===== src/rtl/core/spib_pkg.sv =====
package spib_pkg;

    localparam int MAX_PREFIX_LEN = 6;
    localparam int POSITION_BITS  = 24;

    localparam int TABLE_SIZE   = ((1 << (2 * (MAX_PREFIX_LEN + 1))) - 4) / 3;
    localparam int ADDR_BITS    = $clog2(TABLE_SIZE);
    localparam int ENTRY_BITS   = POSITION_BITS + 2;
    localparam int N_MARK_BIT   = POSITION_BITS;
    localparam int ABSENT_BIT   = POSITION_BITS + 1;
    localparam int CODE_BITS    = 2 * MAX_PREFIX_LEN;
    localparam int LEVEL_BITS   = $clog2(MAX_PREFIX_LEN + 1);
    localparam int LVL_IDX_BITS = (MAX_PREFIX_LEN > 1) ? $clog2(MAX_PREFIX_LEN) : 1;

    localparam logic [2:0] PREFIX_LENGTH_RESET = 3'd6;

    localparam logic KIND_RECORD = 1'b0;
    localparam logic KIND_READ   = 1'b1;

    typedef struct packed {
        logic        kind;
        logic [23:0] sa_index;
        logic [11:0] prefix_code;
        logic [2:0]  n_level;
        logic [12:0] read_address;
    } spib_item_t;

    typedef struct packed {
        logic [23:0] entry_position;
        logic        entry_absent;
        logic        entry_n_mark;
        logic        order_error;
    } spib_result_t;

    typedef struct packed {
        logic                  wr_en;
        logic [ADDR_BITS-1:0]  wr_addr;
        logic [ENTRY_BITS-1:0] wr_data;
        logic                  rd_en;
        logic [ADDR_BITS-1:0]  rd_addr;
    } spib_mem_req_t;

    // first table entry of a level: sum of 4^(i+1) over the levels below
    function automatic logic [ADDR_BITS-1:0] level_base(input logic [LEVEL_BITS-1:0] lvl);
        logic [ADDR_BITS-1:0] sum;
        sum = '0;
        for (int i = 0; i < MAX_PREFIX_LEN; i++)
        begin
            if (LEVEL_BITS'(i) < lvl)
            begin
                sum = sum + ADDR_BITS'(1 << (2 * i + 2));
            end
        end
        return sum;
    endfunction

endpackage


===== src/rtl/core/spib_ctrl.sv =====
module spib_ctrl (
    input  logic                                clk,
    input  logic                                rst_n,
    input  logic                                item_valid,
    output logic                                item_stall,
    input  spib_pkg::spib_item_t                item,
    input  logic [2:0]                          prefix_length,
    output logic                                res_valid,
    input  logic                                res_ready,
    output spib_pkg::spib_result_t              res,
    output spib_pkg::spib_mem_req_t             mem_req,
    input  logic [spib_pkg::ENTRY_BITS-1:0]     rd_data
);

    localparam logic [2:0] S_CLEAR    = 3'd0;
    localparam logic [2:0] S_IDLE     = 3'd1;
    localparam logic [2:0] S_LEVEL    = 3'd2;
    localparam logic [2:0] S_FILL     = 3'd3;
    localparam logic [2:0] S_NMARK_RD = 3'd4;
    localparam logic [2:0] S_NMARK_WR = 3'd5;
    localparam logic [2:0] S_RESULT   = 3'd6;

    localparam int LB = spib_pkg::LEVEL_BITS;
    localparam int CB = spib_pkg::CODE_BITS;
    localparam int AB = spib_pkg::ADDR_BITS;
    localparam int PB = spib_pkg::POSITION_BITS;
    localparam int EB = spib_pkg::ENTRY_BITS;
    localparam int LVL_IDX_BITS_W = spib_pkg::LVL_IDX_BITS;

    logic [2:0]    state_reg, state_next;
    logic [AB-1:0] clr_addr_reg, clr_addr_next;
    logic [LB-1:0] lvl_reg, lvl_next;
    logic [LB-1:0] len_reg, len_next;
    logic [LB-1:0] nlev_reg, nlev_next;
    logic [CB-1:0] code_reg, code_next;
    logic [PB-1:0] pos_reg, pos_next;
    logic [CB-1:0] fill_reg, fill_next;
    logic [CB-1:0] pref_reg, pref_next;
    logic [AB-1:0] nm_addr_reg, nm_addr_next;
    logic          err_reg, err_next;
    logic          is_read_reg, is_read_next;
    logic          hit_reg, hit_next;

    logic [CB-1:0] last_code_reg [spib_pkg::MAX_PREFIX_LEN];
    logic [spib_pkg::MAX_PREFIX_LEN-1:0] level_valid_reg, level_valid_next;
    logic          last_we;
    logic [CB-1:0] last_wdata;

    logic [LB-1:0]           len_c;
    logic [CB-1:0]           code_mask;
    logic [LB-1:0]           lvl_gap;
    logic [CB-1:0]           pref;
    logic [LVL_IDX_BITS_W-1:0] lvl_idx;
    logic [AB-1:0]           base;
    logic                    accept;

    assign lvl_idx    = lvl_reg[LVL_IDX_BITS_W-1:0];
    assign base       = spib_pkg::level_base(lvl_reg);
    assign lvl_gap    = len_reg - lvl_reg - LB'(1);
    assign pref       = code_reg >> {lvl_gap, 1'b0};
    assign item_stall = (state_reg != S_IDLE);
    assign accept     = item_valid && !item_stall;

    // clamp the configured length to 1..MAX_PREFIX_LEN
    always_comb
    begin
        if (prefix_length == 3'd0)
        begin
            len_c = LB'(1);
        end
        else if (LB'(prefix_length) > LB'(spib_pkg::MAX_PREFIX_LEN))
        begin
            len_c = LB'(spib_pkg::MAX_PREFIX_LEN);
        end
        else
        begin
            len_c = LB'(prefix_length);
        end
    end

    assign code_mask = ~({CB{1'b1}} << {len_c, 1'b0});

    always_comb
    begin
        state_next       = state_reg;
        clr_addr_next    = clr_addr_reg;
        lvl_next         = lvl_reg;
        len_next         = len_reg;
        nlev_next        = nlev_reg;
        code_next        = code_reg;
        pos_next         = pos_reg;
        fill_next        = fill_reg;
        pref_next        = pref_reg;
        nm_addr_next     = nm_addr_reg;
        err_next         = err_reg;
        is_read_next     = is_read_reg;
        hit_next         = hit_reg;
        level_valid_next = level_valid_reg;
        last_we          = 1'b0;
        last_wdata       = pref;
        mem_req          = '0;
        res_valid        = 1'b0;
        res              = '0;

        case (state_reg)
            S_CLEAR:
            begin
                mem_req.wr_en   = 1'b1;
                mem_req.wr_addr = clr_addr_reg;
                mem_req.wr_data = '0;
                clr_addr_next   = clr_addr_reg + AB'(1);
                if (clr_addr_reg == AB'(spib_pkg::TABLE_SIZE - 1))
                begin
                    state_next = S_IDLE;
                end
            end

            S_IDLE:
            begin
                if (accept)
                begin
                    len_next     = len_c;
                    nlev_next    = LB'(item.n_level);
                    code_next    = CB'(item.prefix_code) & code_mask;
                    pos_next     = PB'(item.sa_index);
                    lvl_next     = '0;
                    err_next     = 1'b0;
                    is_read_next = (item.kind == spib_pkg::KIND_READ);
                    hit_next     = 1'b0;
                    if (item.kind == spib_pkg::KIND_READ)
                    begin
                        if (32'(item.read_address) < 32'(spib_pkg::TABLE_SIZE))
                        begin
                            mem_req.rd_en   = 1'b1;
                            mem_req.rd_addr = AB'(item.read_address);
                            hit_next        = 1'b1;
                        end
                        state_next = S_RESULT;
                    end
                    else
                    begin
                        state_next = S_LEVEL;
                    end
                end
            end

            S_LEVEL:
            begin
                if (lvl_reg >= len_reg)
                begin
                    state_next = S_RESULT;
                end
                else if (lvl_reg >= nlev_reg)
                begin
                    state_next = S_NMARK_RD;
                end
                else if (!level_valid_reg[lvl_idx] || pref > last_code_reg[lvl_idx])
                begin
                    mem_req.wr_en   = 1'b1;
                    mem_req.wr_addr = base + AB'(pref);
                    mem_req.wr_data = EB'(pos_reg);
                    fill_next       = level_valid_reg[lvl_idx] ?
                                      last_code_reg[lvl_idx] + CB'(1) : '0;
                    pref_next       = pref;
                    last_we         = 1'b1;
                    level_valid_next[lvl_idx] = 1'b1;
                    if (fill_next != pref)
                    begin
                        state_next = S_FILL;
                    end
                    else
                    begin
                        lvl_next = lvl_reg + LB'(1);
                    end
                end
                else
                begin
                    if (pref < last_code_reg[lvl_idx])
                    begin
                        err_next = 1'b1;
                    end
                    lvl_next = lvl_reg + LB'(1);
                end
            end

            // skipped prefixes get the position with the absent mark
            S_FILL:
            begin
                mem_req.wr_en   = 1'b1;
                mem_req.wr_addr = base + AB'(fill_reg);
                mem_req.wr_data = EB'(pos_reg);
                mem_req.wr_data[spib_pkg::ABSENT_BIT] = 1'b1;
                fill_next       = fill_reg + CB'(1);
                if (fill_next == pref_reg)
                begin
                    lvl_next   = lvl_reg + LB'(1);
                    state_next = S_LEVEL;
                end
            end

            S_NMARK_RD:
            begin
                if (lvl_reg >= len_reg)
                begin
                    state_next = S_RESULT;
                end
                else if (level_valid_reg[lvl_idx])
                begin
                    mem_req.rd_en   = 1'b1;
                    mem_req.rd_addr = base + AB'(last_code_reg[lvl_idx]);
                    nm_addr_next    = mem_req.rd_addr;
                    state_next      = S_NMARK_WR;
                end
                else
                begin
                    lvl_next = lvl_reg + LB'(1);
                end
            end

            // read data of the last recorded entry is back, set its N mark
            S_NMARK_WR:
            begin
                mem_req.wr_en   = 1'b1;
                mem_req.wr_addr = nm_addr_reg;
                mem_req.wr_data = rd_data;
                mem_req.wr_data[spib_pkg::N_MARK_BIT] = 1'b1;
                lvl_next        = lvl_reg + LB'(1);
                state_next      = S_NMARK_RD;
            end

            S_RESULT:
            begin
                res_valid = 1'b1;
                if (is_read_reg && hit_reg)
                begin
                    res.entry_position = 24'(rd_data[PB-1:0]);
                    res.entry_absent   = rd_data[spib_pkg::ABSENT_BIT];
                    res.entry_n_mark   = rd_data[spib_pkg::N_MARK_BIT];
                end
                res.order_error = !is_read_reg && err_reg;
                if (res_ready)
                begin
                    state_next = S_IDLE;
                end
            end

            default:
            begin
                state_next = S_IDLE;
            end
        endcase
    end

    always_ff @(posedge clk or negedge rst_n)
    begin
        if (!rst_n)
        begin
            state_reg       <= S_CLEAR;
            clr_addr_reg    <= '0;
            level_valid_reg <= '0;
        end
        else
        begin
            state_reg       <= state_next;
            clr_addr_reg    <= clr_addr_next;
            level_valid_reg <= level_valid_next;
        end
    end

    always_ff @(posedge clk)
    begin
        lvl_reg     <= lvl_next;
        len_reg     <= len_next;
        nlev_reg    <= nlev_next;
        code_reg    <= code_next;
        pos_reg     <= pos_next;
        fill_reg    <= fill_next;
        pref_reg    <= pref_next;
        nm_addr_reg <= nm_addr_next;
        err_reg     <= err_next;
        is_read_reg <= is_read_next;
        hit_reg     <= hit_next;
        if (last_we)
        begin
            last_code_reg[lvl_idx] <= last_wdata;
        end
    end

    a_no_rw_same_entry: assert property (@(posedge clk) disable iff (!rst_n)
        mem_req.wr_en && mem_req.rd_en |-> mem_req.wr_addr != mem_req.rd_addr)
        else $error("table read and write hit the same entry in one cycle");

    a_fill_below_prefix: assert property (@(posedge clk) disable iff (!rst_n)
        state_reg == S_FILL |-> fill_reg < pref_reg)
        else $error("absent fill ran past the recorded prefix");

    a_nmark_follows_read: assert property (@(posedge clk) disable iff (!rst_n)
        state_reg == S_NMARK_RD && mem_req.rd_en |=> state_reg == S_NMARK_WR)
        else $error("n mark read not followed by its write back");

    a_idle_no_write: assert property (@(posedge clk) disable iff (!rst_n)
        state_reg == S_IDLE || state_reg == S_RESULT |-> !mem_req.wr_en)
        else $error("table written while no record is in progress");

endmodule


===== config.mk =====
export PLATFORM = sky130hd
export DESIGN_NAME = spib_ctrl
export DESIGN_NICKNAME = d
export VERILOG_FILES = /design/src/rtl/core/spib_pkg.sv /design/src/rtl/core/spib_ctrl.sv
export SDC_FILE = /design/constraint.sdc
export NUM_CORES = 1
export LEC_CHECK = 0
export BUFFER_PORTS_ARGS = -buffer_cell sky130_fd_sc_hd__buf_4
export CAP_MARGIN = 10
export CORE_UTILIZATION = 48
export DETAILED_ROUTE_END_ITERATION = 8
export PLACE_DENSITY_LB_ADDON = 0.05
export SLEW_MARGIN = 20
export SYNTH_ARGS = -nofsm -noshare
export SYNTH_HDL_FRONTEND = slang
export SYNTH_SLANG_ARGS = --single-unit

===== constraint.sdc =====
create_clock -name clk -period 7.35 [get_ports clk]
set_input_delay 1.8375 -clock clk [delete_from_list [all_inputs] [get_ports clk]]
set_output_delay 1.8375 -clock clk [all_outputs]
set_load 0.01 [all_outputs]

# Yosys cells after proc, flatten, opt, wreduce, memory -nomap -nowiden
# Memories as Yosys holds them, arrays and structs flattened. A register that Yosys moved wholly into a read port is not among the register bits.
# Cells that the tools add are included.
[totals]
ff_bits = 107
ram_bits = 72
input_bits = 86
output_inout_bits = 83
elab_cells = 160
memories = 1
[classes]
add_sub_neg = 14
n_lt_le_gt_ge = 14
n_eq_ne = 25
n_shift = 2
mux = 65
n_bitwise = 5
reduce_logical = 20
[mem_list]
columns = ["memory", "words", "width", "rd", "rd_ports_with_merged_regs", "wr", "line", "source"]
rows = [
  ["last_code_reg", 6, 12, 1, 1, 1, "spib_ctrl.sv:44", "logic [CB-1:0] last_code_reg [spib_pkg::MAX_PREFIX_LEN];"],
]
[ops]
columns = ["cell", "n"]
rows = [
  ["40-bit case mux with 4 select lines", 1],
  ["40-bit 2-to-1 mux", 3],
  ["14-bit 2-to-1 mux", 5],
  ["3-bit 2-to-1 mux", 23],
  ["13-bit 2-to-1 mux", 5],
  ["12-bit 2-to-1 mux", 4],
  ["13-bit by 12-bit adder with 13-bit output", 3],
  ["14-bit case mux with 2 select lines", 1],
  ["27-bit 2-to-1 mux", 1],
  ["26-bit 2-to-1 mux", 1],
  ["12-bit by 1-bit adder with 12-bit output (second input constant)", 2],
  ["12-bit case mux with 2 select lines", 1],
  ["2-bit inequality test (second input constant)", 11],
  ["3-bit case mux with 7 select lines", 1],
  ["1-bit 2-to-1 mux", 15],
  ["3-bit case mux with 5 select lines", 1],
  ["13-bit by 1-bit adder with 13-bit output (second input constant)", 1],
  ["13-bit by 11-bit adder with 13-bit output (second input constant)", 1],
  ["13-bit adder (second input constant)", 1],
  ["13-bit by 5-bit adder with 13-bit output (second input constant)", 1],
  ["13-bit by 7-bit adder with 13-bit output (second input constant)", 1],
  ["13-bit by 9-bit adder with 13-bit output (second input constant)", 1],
  ["13-bit equality test (second input constant)", 1],
  ["13-bit < comparator (second input constant)", 1],
  ["41 further kinds", 59],
]

# Logic depth before layout (Yosys ltp)
[depth]
ltp_word = 17
mapped_depth = 21
depth_no_buf = 18

# Worst setup path before layout
# OpenSTA, ideal clock, no wires.
[synth_timing]
path_kind = "flip-flop to output port"
start = "register lvl_reg[0], in the netlist lvl_idx[0]"
end = "output port mem_req[18] (netlist name)"
arrival_time_ns = 4.747
required_ns = 5.512
slack_ns = 0.765
stages_incl_launch_ff = 20
n_path_buf = 4
path_cell_list = "edfxtp_1 -> clkbuf_1 -> inv_1 -> ha_1 -> inv_1 -> fa_1 -> buf_2 -> clkbuf_1 -> nor2_1 -> a211oi_1 -> ha_1 -> a21o_1 -> a21o_1 -> a21oi_1 -> o211a_1 -> o21ai_0 -> nand2_1 -> nand2_1 -> clkbuf_1 -> a22o_1"
[synth_lines]
columns = ["item", "line", "source"]
rows = [
  ["start: declaration", "spib_ctrl.sv:32", "logic [LB-1:0] lvl_reg, lvl_next;"],
  ["start signal: assignment", "spib_ctrl.sv:272", "lvl_reg <= lvl_next;"],
  ["end: declaration", "spib_ctrl.sv:11", "output spib_pkg::spib_mem_req_t mem_req,"],
]

==> run summary <==
### Run status
* result of the run: complete, no violations

### STA
* final hold slack: 0.494 ns
* slew of the pin with the lowest slew margin: 0.970 ns
* final sum of negative setup slack: 0 ns
* setup repair after global routing missed its margin: false
* final count of pins violating max slew: 0
* max_slew headroom: 34.4%
* setup clock skew after layout: 0.0105 ns
* final critical delay including setup and external delays: 6.87 ns
* hold violation count in the final report: 0
* maximum frequency from static timing analysis: 146 MHz
* fin crit share: 93.4%
* Setup-failing EPs final: 0

### Worst setup path
* type of element launching the critical path: flip-flop
* setup slack on the worst flop-to-flop path: 2.25 ns
* worst path required time: 5.51 ns
* capture instance of the worst register-to-register path: lvl_idx[1]
* Critical Path Slowest Stage Cell: sky130_fd_sc_hd__fa_2
* startpoint of the most critical setup path: lvl_idx[0]
* crit path capture: mem_req[30]
* CP cell instances: inv_1 > ha_1 > inv_1 > fa_2 > mux4_2 > nand2_1 > inv_1 > ha_1 > a21o_1 > a21o_1 > a21oi_1 > o211a_1 > o21ai_0 > nand2_1 > nand2_1 > buf_4 > a22o_1 > buf_4
* critical path depth: 18
* largest incremental delay on the critical path: 0.73 ns
* maximum net fanout on the critical path: 18
* cell type group with the largest total delay on the critical path: adder cells
* CP Class: flip-flop to primary output
* arrival time at the worst endpoint: 5.03 ns
* count of buffering cells on the critical path with inverters included: 5
* worst reg-to-reg path cell count: 12
* nature of the critical path endpoint: primary output

### Clock network
* clock edge transition at the registers on the reported setup and hold paths: 0.07 ns
* cell chosen for the clock root: sky130_fd_sc_hd__clkbuf_16
* CTS tree: built
* H-Tree Depth: 4
* hold buffers post-CTS: 0
* clock latency on the worst-skew pair: 0.44 ns
* CTS Buf Count: 17
* # clock sinks: 182
* worst-case clock buffer depth: 2

### Die
* Boundary Pins: 169
* Core Rows: 54
* floorplan die width: 153 um
* placeable core area: 22,100 um^2
* die height: 153 um
* starting utilization of the core area: 49.7%
* die area: 23,500 um^2

### Route
* Detail Route met3 WL: 2.65 mm
* Detailed Route Iter0 Violations: 705
* number of remaining DRC errors: 0
* total routed wirelength: 32.0 mm
* Via density: 6.08
* routed length per placed instance: 22.6 um
* drt pass-1 iters: 7
* number of nets with antenna violations after routing: 0
* routed vias: 8,603
* total length of routed met2 wires: 15.0 mm
* WL met1: 13.4 mm
* top layer reached by signal wires: met4

### Logic synthesis
* number of register bits inferred by synthesis: 182
* average instance area after synthesis: 11.3 um^2
* Net Count, Synth: 1,097
* total number of yosys warnings: 0
* count of distinct cell types in the synthesized netlist: 87
* EDFF count, synth: 157
* number of instances in the synthesized netlist: 968
* top_reg_cell synth: sky130_fd_sc_hd__edfxtp_1
* proportion of register bits with asynchronous set or reset after synthesis: 12.1%
* total standard cell area after synthesis: 11,000 um^2
* portion of the post-synthesis area used by sequential elements: 48.5%

### Global route
* pin count of the biggest net entering global routing: 45
* via count of the first global-routing pass: 8,537
* gr ovfl total: 0
* antenna violations before repair: 0
* first-pass GRT wire length: 49.7 mm
* GRT Resource Usage Total: 28.1%

### Layout
* Largest register FFs: 72
* Final #Nets: 1,252
* most used cells in the layout excluding fill and tap cells: sky130_fd_sc_hd__buf_4 (200), sky130_fd_sc_hd__edfxtp_1 (157), sky130_fd_sc_hd__nand2_1 (72), sky130_fd_sc_hd__xnor2_1 (49), sky130_fd_sc_hd__ha_1 (42)
* most common cell after layout, fill and taps aside: sky130_fd_sc_hd__buf_4
* final design area excluding fillers: 13,100 um^2
* Finished Layout Cells: 1,416
* relative area change from synthesis to final layout: 19.3%
* fraction of layout instances using a drive strength above 1: 25.6%
* count of antenna diodes in the layout: 0

### Power
* maximum resistive drop on vdd: 0.253 mV
* total power after layout: 6860 uW
* leakage power: 0.00531 uW
* ratio of total power to cell area: 524 nW/um^2

### Placement
* placement-stage cell area: 12,500 um^2
* # port buffers: 168
* Post-DP HPWL: 23.3 mm
* last weighted congestion value of the routability-driven placer: 0.935
* number of cells in the design after placement: 1,384

### Run
* Max Cap Violations: 0

### Worst hold path
* type of the worst min-delay path: flip-flop to flip-flop

[routing by layer]
metal	vias up	GRT usage, %
met5	-	0
met4	0	10.3
met3	72	6.89
met2	411	45.5
met1	4170	36.7
li1	3950	-
[cell type report]
| type | instances | area, um^2 |
|---|---|---|
| Clock buffer | 17 | 425 |
| Clock inverter | 15 | 145 |
| Fill cell | 1861 | 9010 |
| Inverter | 39 | 150 |
| Multi-Input combinational cell | 683 | 5190 |
| Sequential cell | 182 | 5330 |
| Tap cell | 280 | 350 |
| Timing Repair Buffer | 200 | 1500 |
[synth_stat cells (7+ instances only)]
master                     number  area share [%]
sky130_fd_sc_hd__o211ai_1       7            0.48
sky130_fd_sc_hd__and2_1        39             2.2
sky130_fd_sc_hd__a31o_2         9            0.72
sky130_fd_sc_hd__a21oi_1       26             1.2
sky130_fd_sc_hd__xor2_1        21             1.7
sky130_fd_sc_hd__nor3_1        15            0.68
sky130_fd_sc_hd__and3_1        15            0.86
sky130_fd_sc_hd__or2_2         10            0.57
sky130_fd_sc_hd__o21ai_0       31             1.4
sky130_fd_sc_hd__a21o_1        15             1.0
sky130_fd_sc_hd__a211oi_1       7            0.48
sky130_fd_sc_hd__xnor2_1       50             4.0
sky130_fd_sc_hd__nand2_1       72             2.5
sky130_fd_sc_hd__a22oi_1       13            0.89
sky130_fd_sc_hd__mux2i_1       37             3.4
sky130_fd_sc_hd__buf_2          9            0.41
sky130_fd_sc_hd__or3_1          7            0.40
sky130_fd_sc_hd__clkbuf_1      46             1.6
sky130_fd_sc_hd__o22ai_1       12            0.68
sky130_fd_sc_hd__edfxtp_1     157              43
sky130_fd_sc_hd__a22o_1        39             3.1
sky130_fd_sc_hd__inv_1         34             1.2
sky130_fd_sc_hd__nand3_1       24             1.1
sky130_fd_sc_hd__dfrtp_1       22             5.0
sky130_fd_sc_hd__a222oi_1       7            0.64
sky130_fd_sc_hd__ha_1          42             4.8
sky130_fd_sc_hd__nand2b_1      11            0.63
sky130_fd_sc_hd__nor2_1        39             1.3
sky130_fd_sc_hd__nand4_1       16            0.91
sky130_fd_sc_hd__a31oi_1        9            0.51
sky130_fd_sc_hd__nor2b_1       14            0.80
[stage by stage]
stage	setup WS (ns)	util, %
after floorplan	0.765	-
after global placement	0.926	56.6
after detailed placement	0.787	56.6
after CTS	0.305	59.2
after global routing	0.0560	59.2
final	0.482	59.2
[kinds of logic (layout without fill, tap and decap cells)]
family                     Yosys count  after routing  synth area share (%)
AOI/OAI and AO/OA                  221            221                  15.4
xor gates and xnor gates            76             76                  6.71
adders and majority gates           43             43                  4.97
buffers and inverters              103            271                  4.45
DFF                                182            182                  48.5
muxes                               52             52                  5.57
and+or+nand+nor                    291            291                  14.4
[worst min path at each step]
stage          cells past startpoint                from  slack (ns)            endpoint
6_report                           1  level_valid_reg[2]        0.49  level_valid_reg[2]
2_1_floorplan                      1  level_valid_reg[0]        0.45  level_valid_reg[0]
4_1_cts                            1    clr_addr_reg[12]        0.49    clr_addr_reg[12]
5_1_grt                            1    clr_addr_reg[12]        0.51    clr_addr_reg[12]
3_3_place_gp                       1  level_valid_reg[1]        0.46  level_valid_reg[1]
3_5_place_dp                       1  level_valid_reg[1]        0.48  level_valid_reg[1]
[power breakdown]
part,internal (uW),switching (uW)
sequential,1520,244
combinational,1650,2530
clock,477,434
[worst reg2reg max path, cell delays in order (launching register included)]
cell and delay [ns]:
sky130_fd_sc_hd__dfxtp_1 0.82, sky130_fd_sc_hd__nor2_1 0.37, sky130_fd_sc_hd__buf_4 0.27, sky130_fd_sc_hd__a221o_1 0.44, sky130_fd_sc_hd__inv_1 0.25, sky130_fd_sc_hd__ha_1 0.36
sky130_fd_sc_hd__nand3_1 0.26, sky130_fd_sc_hd__nor4_4 0.44, sky130_fd_sc_hd__nand4_1 0.22, sky130_fd_sc_hd__and3_1 0.25, sky130_fd_sc_hd__a2111oi_2 0.60, sky130_fd_sc_hd__a31oi_2 0.23
sky130_fd_sc_hd__nor2_1 0.29
[what timing repair did]
| action | CTS | global route |
|---|---|---|
| endpoints found under the setup margin | 0 | 15 |
| setup buffers | 0 | 0 |
| resized for setup | 0 | 2 |
No activity file was read; power rests on OpenSTA's default activity.
